File: src/hdl/twm_pkg.sv
// ----------------------------------------------------------------------------
// twm_pkg
// Shared types and constants of the thresholded window-mean filter.
// ----------------------------------------------------------------------------
package twm_pkg;

  localparam int MAX_WIDTH_DEF  = 1024;
  localparam int MAX_RADIUS_DEF = 8;

  localparam int PIX_W      = 8;
  localparam int FW_W       = 11;
  localparam int FH_W       = 12;
  localparam int RAD_W      = 4;
  localparam int THR_W      = 6;
  localparam int CFG_IDX_W  = 2;
  localparam int CFG_DATA_W = 12;

  localparam logic [FW_W-1:0]  FW_RESET  = FW_W'(720);
  localparam logic [FH_W-1:0]  FH_RESET  = FH_W'(576);
  localparam logic [RAD_W-1:0] RAD_RESET = RAD_W'(2);
  localparam logic [THR_W-1:0] THR_RESET = THR_W'(2);

  typedef enum logic [CFG_IDX_W-1:0] {
    CFG_FRAME_WIDTH,
    CFG_FRAME_HEIGHT,
    CFG_WINDOW_RADIUS,
    CFG_DIFF_THRESHOLD
  } cfg_idx_e;

  typedef enum logic [1:0] {
    TAG_NONE,
    TAG_CTR,
    TAG_WIN,
    TAG_NBR
  } tag_e;

  typedef enum logic [2:0] {
    A_HOLD,
    A_WIN,
    A_NBR,
    A_STEP,
    A_ROWW,
    A_ROWN
  } addr_op_e;

  typedef enum logic [1:0] {
    RES_C,
    RES_N,
    RES_D
  } res_e;

  typedef enum logic [3:0] {
    ST_IDLE,
    ST_EVAL,
    ST_CTR,
    ST_CWAIT,
    ST_WIN,
    ST_WDRAIN,
    ST_DECIDE,
    ST_NBR,
    ST_NDRAIN,
    ST_DIV,
    ST_OUT
  } st_e;

  typedef struct packed {
    logic     push;
    logic     emit;
    tag_e     rd_tag;
    addr_op_e addr_op;
    logic     nsum_init;
    logic     div_start;
    logic     div_step;
    logic     load_out;
    res_e     res_sel;
  } cmd_t;

  typedef struct packed {
    logic held_nz;
    logic full;
    logic interior;
    logic use_mean;
    logic out_free;
  } sts_t;

endpackage

File: src/hdl/twm_ctrl.sv
// ----------------------------------------------------------------------------
// twm_ctrl
// Sequencer: walks the window, the 3x3 fallback and the divider steps.
// ----------------------------------------------------------------------------
module twm_ctrl #(
  parameter int SW         = 5,
  parameter int DIV_N      = 17
) (
  input  logic             clk_i,
  input  logic             rst_ni,
  input  logic             in_valid_i,
  input  logic             in_op_i,
  output logic             in_stall_o,
  input  logic [SW-1:0]    span_i,
  input  twm_pkg::sts_t    sts_i,
  output twm_pkg::cmd_t    cmd_o
);
  import twm_pkg::*;

  localparam int DC_W = $clog2(DIV_N + 1);

  st_e            st_q, st_d;
  logic           flush_q, flush_d;
  logic           win_q, win_d;
  logic [SW-1:0]  dx_q, dx_d, dy_q, dy_d;
  logic [DC_W-1:0] dc_q, dc_d;
  res_e           sel_q, sel_d;

  always_ff @(posedge clk_i or negedge rst_ni) begin
    if (!rst_ni) begin
      st_q    <= ST_IDLE;
      flush_q <= 1'b0;
      win_q   <= 1'b0;
      dx_q    <= '0;
      dy_q    <= '0;
      dc_q    <= '0;
      sel_q   <= RES_C;
    end else begin
      st_q    <= st_d;
      flush_q <= flush_d;
      win_q   <= win_d;
      dx_q    <= dx_d;
      dy_q    <= dy_d;
      dc_q    <= dc_d;
      sel_q   <= sel_d;
    end
  end

  // next state and counters
  always_comb begin
    st_d    = st_q;
    flush_d = flush_q;
    win_d   = win_q;
    dx_d    = dx_q;
    dy_d    = dy_q;
    dc_d    = dc_q;
    sel_d   = sel_q;
    unique case (st_q)
      ST_IDLE: begin
        if (in_valid_i) begin
          flush_d = in_op_i;
          st_d    = ST_EVAL;
        end
      end
      ST_EVAL: begin
        if (flush_q ? sts_i.held_nz : sts_i.full) begin
          win_d = sts_i.interior && sts_i.full;
          st_d  = ST_CTR;
        end else begin
          st_d = ST_IDLE;
        end
      end
      ST_CTR: begin
        dx_d = '0;
        dy_d = '0;
        st_d = win_q ? ST_WIN : ST_CWAIT;
      end
      ST_CWAIT: begin
        sel_d = RES_C;
        st_d  = ST_OUT;
      end
      ST_WIN: begin
        if (dx_q == span_i) begin
          dx_d = '0;
          if (dy_q == span_i) st_d = ST_WDRAIN;
          else dy_d = dy_q + SW'(1);
        end else begin
          dx_d = dx_q + SW'(1);
        end
      end
      ST_WDRAIN: st_d = ST_DECIDE;
      ST_DECIDE: begin
        dx_d = '0;
        dy_d = '0;
        dc_d = '0;
        st_d = sts_i.use_mean ? ST_DIV : ST_NBR;
      end
      ST_NBR: begin
        if (dx_q == SW'(2)) begin
          dx_d = '0;
          if (dy_q == SW'(2)) st_d = ST_NDRAIN;
          else dy_d = dy_q + SW'(1);
        end else begin
          dx_d = dx_q + SW'(1);
        end
      end
      ST_NDRAIN: begin
        sel_d = RES_N;
        st_d  = ST_OUT;
      end
      ST_DIV: begin
        dc_d = dc_q + DC_W'(1);
        if (dc_q == DC_W'(DIV_N - 1)) begin
          sel_d = RES_D;
          st_d  = ST_OUT;
        end
      end
      ST_OUT: begin
        if (sts_i.out_free) st_d = ST_IDLE;
      end
      default: st_d = ST_IDLE;
    endcase
  end

  // commands
  always_comb begin
    cmd_o           = '0;
    cmd_o.rd_tag    = TAG_NONE;
    cmd_o.addr_op   = A_HOLD;
    cmd_o.res_sel   = sel_q;
    in_stall_o      = (st_q != ST_IDLE);
    unique case (st_q)
      ST_IDLE:   cmd_o.push = in_valid_i && !in_op_i;
      ST_EVAL:   cmd_o.emit = flush_q ? sts_i.held_nz : sts_i.full;
      ST_CTR: begin
        cmd_o.rd_tag  = TAG_CTR;
        cmd_o.addr_op = win_q ? A_WIN : A_HOLD;
      end
      ST_WIN: begin
        cmd_o.rd_tag  = TAG_WIN;
        cmd_o.addr_op = (dx_q == span_i) ? A_ROWW : A_STEP;
      end
      ST_DECIDE: begin
        cmd_o.div_start = sts_i.use_mean;
        cmd_o.nsum_init = !sts_i.use_mean;
        cmd_o.addr_op   = sts_i.use_mean ? A_HOLD : A_NBR;
      end
      ST_NBR: begin
        cmd_o.rd_tag  = (dx_q == SW'(1) && dy_q == SW'(1)) ? TAG_NONE : TAG_NBR;
        cmd_o.addr_op = (dx_q == SW'(2)) ? A_ROWN : A_STEP;
      end
      ST_DIV:    cmd_o.div_step = 1'b1;
      ST_OUT:    cmd_o.load_out = sts_i.out_free;
      default: ;
    endcase
  end

endmodule

File: config.mk
export PLATFORM = sky130hd
export DESIGN_NAME = twm_ctrl
export DESIGN_NICKNAME = d
export VERILOG_FILES = /design/src/hdl/twm_pkg.sv /design/src/hdl/twm_ctrl.sv
export SDC_FILE = /design/constraint.sdc
export NUM_CORES = 1
export LEC_CHECK = 0
export ABC_CLOCK_PERIOD_IN_PS = 2600
export BUFFER_PORTS_ARGS = -buffer_cell sky130_fd_sc_hd__buf_2
export CAP_MARGIN = 20
export CORE_MARGIN = 2
export CORE_UTILIZATION = 56
export DETAILED_ROUTE_END_ITERATION = 8
export PLACE_DENSITY = 0.77
export RECOVER_POWER = 100
export SLEW_MARGIN = 40
export SYNTH_ARGS = -nofsm -noshare
export SYNTH_HDL_FRONTEND = slang
export SYNTH_SLANG_ARGS = --single-unit
File: constraint.sdc
create_clock -name clk_i -period 2.6 [get_ports clk_i]
set_input_delay 0.26 -clock clk_i [delete_from_list [all_inputs] [get_ports clk_i]]
set_output_delay 0.26 -clock clk_i [all_outputs]
set_load 0.02 [all_outputs]
==> run_results.csv, run 1 <==
group,metric,value,unit
placement,dp_hpwl,2990,um
synth,ys_seq_area_share,33.5,%
floorplanning,coreArea,2980,um2
grt,grt_max_degree,24,
floorplanning,dieArea,3530,um2
setup_path,worstPathMaxFanout,10,
setup_path,cp.arrival,2.25,ns
drt,drc_errors,0,
sta,hold_viol,0,
clocking,cts-root-buf,"clkbuf_4",
clocking,cts_sinks,23,
setup_path,critPathRequiredTime,2.34,ns
sta,period_needed,2.51,ns
synth,synthDistinctLibCells,53,
synth,ys_async_sr_fraction,100,%
power,ir_drop,0.472,mV
setup_path,worst_setup_path_start_kind,"flip-flop",
floorplanning,initial_utilization,57.7,%
clocking,numCtsBuffers,3,
sta,tns,0,ns
synth,synth_top_family_by_area,"simple AND/OR/NAND/NOR gates",
synth,syn_area,1720,um2
setup_path,crit_type,"flip-flop to output pin",
sta,fmax,399,MHz
sta,finClkSkew,0.00444,ns
outcome,outcome,"complete, no violations",
synth,synth_edf_count,0,
clocking,cts_buffer_depth,2,
drt,first_pass_iters,4,
placement,pre_cts_slack,0.169,ns
cells_and_area,fill_cells,259,
sta,rsz0062_at_grt,"no",
sta,slew_headroom,12.7,%
cells_and_area,synthToLayoutAreaGrowth,12.5,%
clocking,htree_levels,1,
synth,synthFlopType,"dfrtp_1",
synth,syn_nets,220,
grt,grt_overflow,0,
cells_and_area,layout_common_cells,"21 x dfrtp_1, 20 x nand2_1, 16 x nor2_1",
power,power,1.82,mW
setup_path,critPathTopFamily,"simple AND/OR/NAND/NOR gates",
floorplanning,die_w,59.4,um
clocking,clk_pin_slew,0.12,ns
floorplanning,core.rowCount,20,
setup_path,r2r_slack,0.20,ns
placement,gp_congestion,0.867,
grt,grt_use_total,24.0,%
cells_and_area,fin_nets,251,
floorplanning,ioPinCount,28,
synth,synth-xor-area-share,6.11,%
sta,setup_violations,0,
sta,drv_slew,0,
sta,setup_ws,0.0937,ns
setup_path,crit_path_max_incr_delay,0.50,ns
setup_path,cp-end-kind,"output pin",
setup_path,critPathBufInv,2,
min_path,hp-class,"input port to flip-flop",
sta,tightest_slew,1.31,ns
synth,netlist_instances,198,
drt,routed_wl,4030,um
synth,ys_warn_count,0,
synth,synth_adder_area_share,5.82,%
floorplanning,die_h,59.4,um
drt,vias_per_cell,6.02,
grt,grt_pass1_wl,6470,um
cells_and_area,layout-drive-gt1-share,14.5,%
drt,vias,1571,
cells_and_area,layout_commonest_cell,"dfrtp_1",
grt,grt_pass1_vias,1504,
synth,synth-compound-area-share,19.2,%
synth,synthMuxAreaShare,5.02,%
cells_and_area,diodes,0,
drt,first_iter_violations,52,
clocking,insertion_delay,0.32,ns
synth,ys_ff_latch,23,
setup_path,slowest_stage,"or4b_4",
synth,synthSimpleGateAreaFrac,25.5,%
power,powerDensity,943,nW/um2
power,p_leak,0.838,nW
grt,antenna_found_initial,0,
clocking,cts_tree,"built",
sta,post-route-period-util,96.4,%
placement,port_buffers,27,
synth,avgSynthCellArea,8.68,um2
drt,drtAntennaViolNets,0,
job,cap_violations,0,
drt,wire_per_inst,15.5,um
setup_path,crit_path_cell_trace,"inv_1, ha_1, or4b_4, a211oi_4, a21oi_4, or2_1, clkbuf_2",
==> layer usage <==
metal  vias to the layer above  track usage [%]  share of wire, %
li1                        772                -                 -
met1                       751             32.1                45
met2                        41             39.9                49
met3                         7             1.97               4.1
met4                         0             10.1               1.6
met5                         -                0                 0
==> synthesized netlist by cell type, types with 5 or more instances <==
cell | count | area (um2)
dfrtp_1 | 23 | 576
xor2_1 | 5 | 43.8
a21oi_1 | 8 | 40.0
nand3_1 | 8 | 40.0
a22o_1 | 7 | 61.3
o21ai_0 | 10 | 50.1
inv_1 | 10 | 37.5
nor3_1 | 8 | 40.0
ha_1 | 8 | 100
xnor2_1 | 7 | 61.3
nor2b_1 | 6 | 37.5
nor2_1 | 16 | 60.1
clkbuf_1 | 6 | 22.5
nand2_1 | 20 | 75.1
==> cell type report <==
class / count / area (um2) / share of cell area, %
inverters: 10 / 37.5 / 1.94
well taps: 33 / 41.3 / 2.13
flip-flops and latches: 23 / 578 / 29.9
multi-input cells: 156 / 1070 / 55.5
repair buffers: 35 / 178 / 9.18
clock buffers: 4 / 26.3 / 1.36
==> metrics by stage <==
stage          hold slack, ns  utilization [%]  instance area, um2  instances
4_1_cts                 0.184             64.8                1930        260
3_5_place_dp            0.271             63.6                1890        255
5_1_grt                 0.200             65.0                1930        261
6_report                0.182             65.0                1930        261
2_1_floorplan         -0.0356                -                1720        198
3_3_place_gp            0.264             63.6                1890        255
==> logic make-up after synthesis <==
family,after synthesis
buffers and inverters,19
muxes,8
AOI/OAI and AO/OA,46
and+or+nand+nor,82
DFF,23
xor gates and xnor gates,12
adders and majority gates,8
==> sequential cells by signal, summed over array words and instances, names as in the netlist <==
signal and cells:
dc_q 5, dx_q 5, flush_q 1, win_q 1
dy_q 5, st_q 4, sel_q 2
==> worst reg2reg max path: cells and delay by family (launching register included) <==
kind	cells	cell delay (ns)
and+or+nand+nor	2	0.95
AOI/OAI and AO/OA	3	0.72
DFF	1	0.43
adders and majority gates	1	0.13
buffers and inverters	1	0.07
==> power breakdown <==
group | total, mW | internal (mW) | switching [mW]
Sequential | 0.604 | 0.474 | 0.130
Clock | 0.169 | 0.0600 | 0.109
Combinational | 1.05 | 0.428 | 0.623
Total | 1.82 | 0.962 | 0.862
==> timing repair <==
action,4_1_cts,5_1_grt
endpoints found under the hold margin,23,0
setup endpoints to repair,0,3
buffers inserted,0,1
hold buffers,1,0
resized for setup,0,5
==> worst paths after layout <==
path,from,to,depth (start not counted)
hold reg to reg,sel_q[1],sel_q[1],1
min in group asynchronous,rst_ni,dy_q[2],2
setup reg to reg,dx_q[0],dy_q[4],7
setup / recovery,dx_q[0],cmd_o[7],7
hold / removal,sts_i[2],win_q,3
max in group asynchronous,rst_ni,dx_q[0],2
Note: power is estimated with default switching activity, not from simulation.
==> inputs of run 2 (changes only) <==
Settings changed: ABC_CLOCK_PERIOD_IN_PS 2600 to 3200.
Clock period 2.6 ns to 3.2 ns, I/O delays scaled along.
==> run_results.csv, run 2 (synthesis gave the netlist of run 1 again) <==
group,metric,value,unit
sta,finClkSkew,0.00170,ns
sta,fmax,345,MHz
sta,setup_violations,0,
sta,tns,0,ns
clocking,cts-root-buf,"clkbuf_4",
cells_and_area,diodes,0,
floorplanning,die_w,59.4,um
cells_and_area,layout_commonest_cell,"dfrtp_1",
grt,grt_use_total,22.6,%
setup_path,slowest_stage,"or4b_1",
clocking,clk_pin_slew,0.12,ns
placement,pre_cts_slack,0.670,ns
grt,grt_pass1_vias,1396,
setup_path,r2r_cells,5,
drt,first_pass_iters,4,
min_path,hp-class,"input port to flip-flop",
placement,gp_congestion,0.922,
sta,drv_slew,0,
grt,grt_pass1_wl,6090,um
placement,port_buffers,27,
sta,setup_ws,0.305,ns
placement,place_area,1850,um2
cells_and_area,layout_common_cells,"23 x dfrtp_1, 20 x nand2_1, 16 x nor2_1, 16 x clkbuf_1, 12 x buf_2",
clocking,htree_levels,1,
cells_and_area,largestRegisters,"dc_q: 5 flops, dx_q: 5 flops, dy_q: 5 flops",
grt,grt_max_degree,24,
setup_path,worstPathMaxFanout,21,
cells_and_area,final_area,1860,um2
sta,tightest_slew,1.30,ns
setup_path,critPathRequiredTime,2.88,ns
sta,slew_headroom,13.0,%
floorplanning,dieArea,3530,um2
setup_path,crit_type,"flip-flop to output pin",
drt,vias,1552,
clocking,hold_buffers,1,
setup_path,crit_path_max_incr_delay,0.70,ns
sta,hold_viol,0,
floorplanning,initial_utilization,57.7,%
drt,first_iter_violations,57,
drt,vias_per_cell,6.11,
cells_and_area,fin_nets,244,
floorplanning,ioPinCount,28,
clocking,cts_buffer_depth,2,
drt,routed_wl,3760,um
clocking,post_cts_resized,0,
clocking,cts_setup_buffers,0,
job,cap_violations,0,
setup_path,worst_setup_path_start_kind,"flip-flop",
power,ir_drop,0.464,mV
grt,antenna_found_initial,0,
grt,grt_overflow,0,
floorplanning,core.rowCount,20,
setup_path,cp.arrival,2.58,ns
setup_path,critPathBufInv,1,
sta,post-route-period-util,90.5,%
clocking,numCtsBuffers,3,
drt,drc_errors,0,
setup_path,worst-path-stages,5,
placement,dp_hpwl,2800,um
floorplanning,die_h,59.4,um
cells_and_area,synthToLayoutAreaGrowth,8.08,%
floorplanning,coreArea,2980,um2
power,powerDensity,762,nW/um2
drt,drtAntennaViolNets,0,
clocking,cts_sinks,23,
sta,period_needed,2.90,ns
cells_and_area,layout-drive-gt1-share,9.50,%
setup_path,cp-end-kind,"output pin",
setup_path,critPathTopFamily,"simple AND/OR/NAND/NOR gates",
drt,wire_per_inst,14.8,um
outcome,outcome,"complete, no violations",
setup_path,crit_path_cell_trace,"or4b_1, a21boi_0, a21oi_2, or2_1, clkbuf_1",
clocking,insertion_delay,0.31,ns
cells_and_area,final_util,62.4,%
min_path,worstHoldPathCells,3,
power,p_leak,0.796,nW
sta,rsz0062_at_grt,"no",
clocking,cts_tree,"built",
-- run 2: cell types whose count changed in the layout (fill, tap and decap cells not counted), sizes merged --
cell  change
buf       -7
-- run 2: stage by stage --
step           hold WS [ns]  total power [mW]  std cells
2_1_floorplan        0.0244              1.12        198
3_3_place_gp          0.320              1.27        249
3_5_place_dp          0.334              1.30        249
4_1_cts               0.243              1.44        254
5_1_grt               0.258              1.54        254
6_report              0.250              1.42        254
-- run 2: tightest hold or removal path, delay by kind of cell --
family	cells	cell delay [ns]
AO/OA/AOI/OAI	1	0.07
buffers and inverters	1	0.08
AND/OR/NAND/NOR	1	0.06
-- run 2: path summary, 6_finish.rpt --
| check | slack, ns | start | to |
|---|---|---|---|
| min in group asynchronous | 0.81 | rst_ni | dy_q[2] |
| max | 0.30 | st_q[3] | cmd_o[7] |
| max reg2reg | 0.60 | st_q[3] | st_q[2] |
| max in group asynchronous | 1.63 | rst_ni | st_q[2] |
| min | 0.25 | sts_i[2] | win_q |
| min reg2reg | 0.50 | sel_q[1] | sel_q[1] |
-- run 2: cell type report --
type / instances / area [um2]
inverter: 10 / 37.5
timing repair buffer: 28 / 126
tap: 33 / 41.3
multi-input combinational: 156 / 1050
sequential: 23 / 576
clock buffer: 4 / 26.3
fill: 265 / 1120
-- run 2: metal layers --
layer  up-vias  global-route usage [%]  wire length (um)
met5         -                       0                 0
li1        762                       -                 -
met2        39                    38.0              1860
met1       746                    30.2              1710
met4         0                    7.79                49
met3         5                    2.40               138
-- run 2: power breakdown --
group,leakage (nW),total [mW],switching [mW],internal (mW)
clock,0.0150,0.134,0.0852,0.0487
combinational,0.493,0.718,0.409,0.308
sequential,0.289,0.564,0.181,0.383
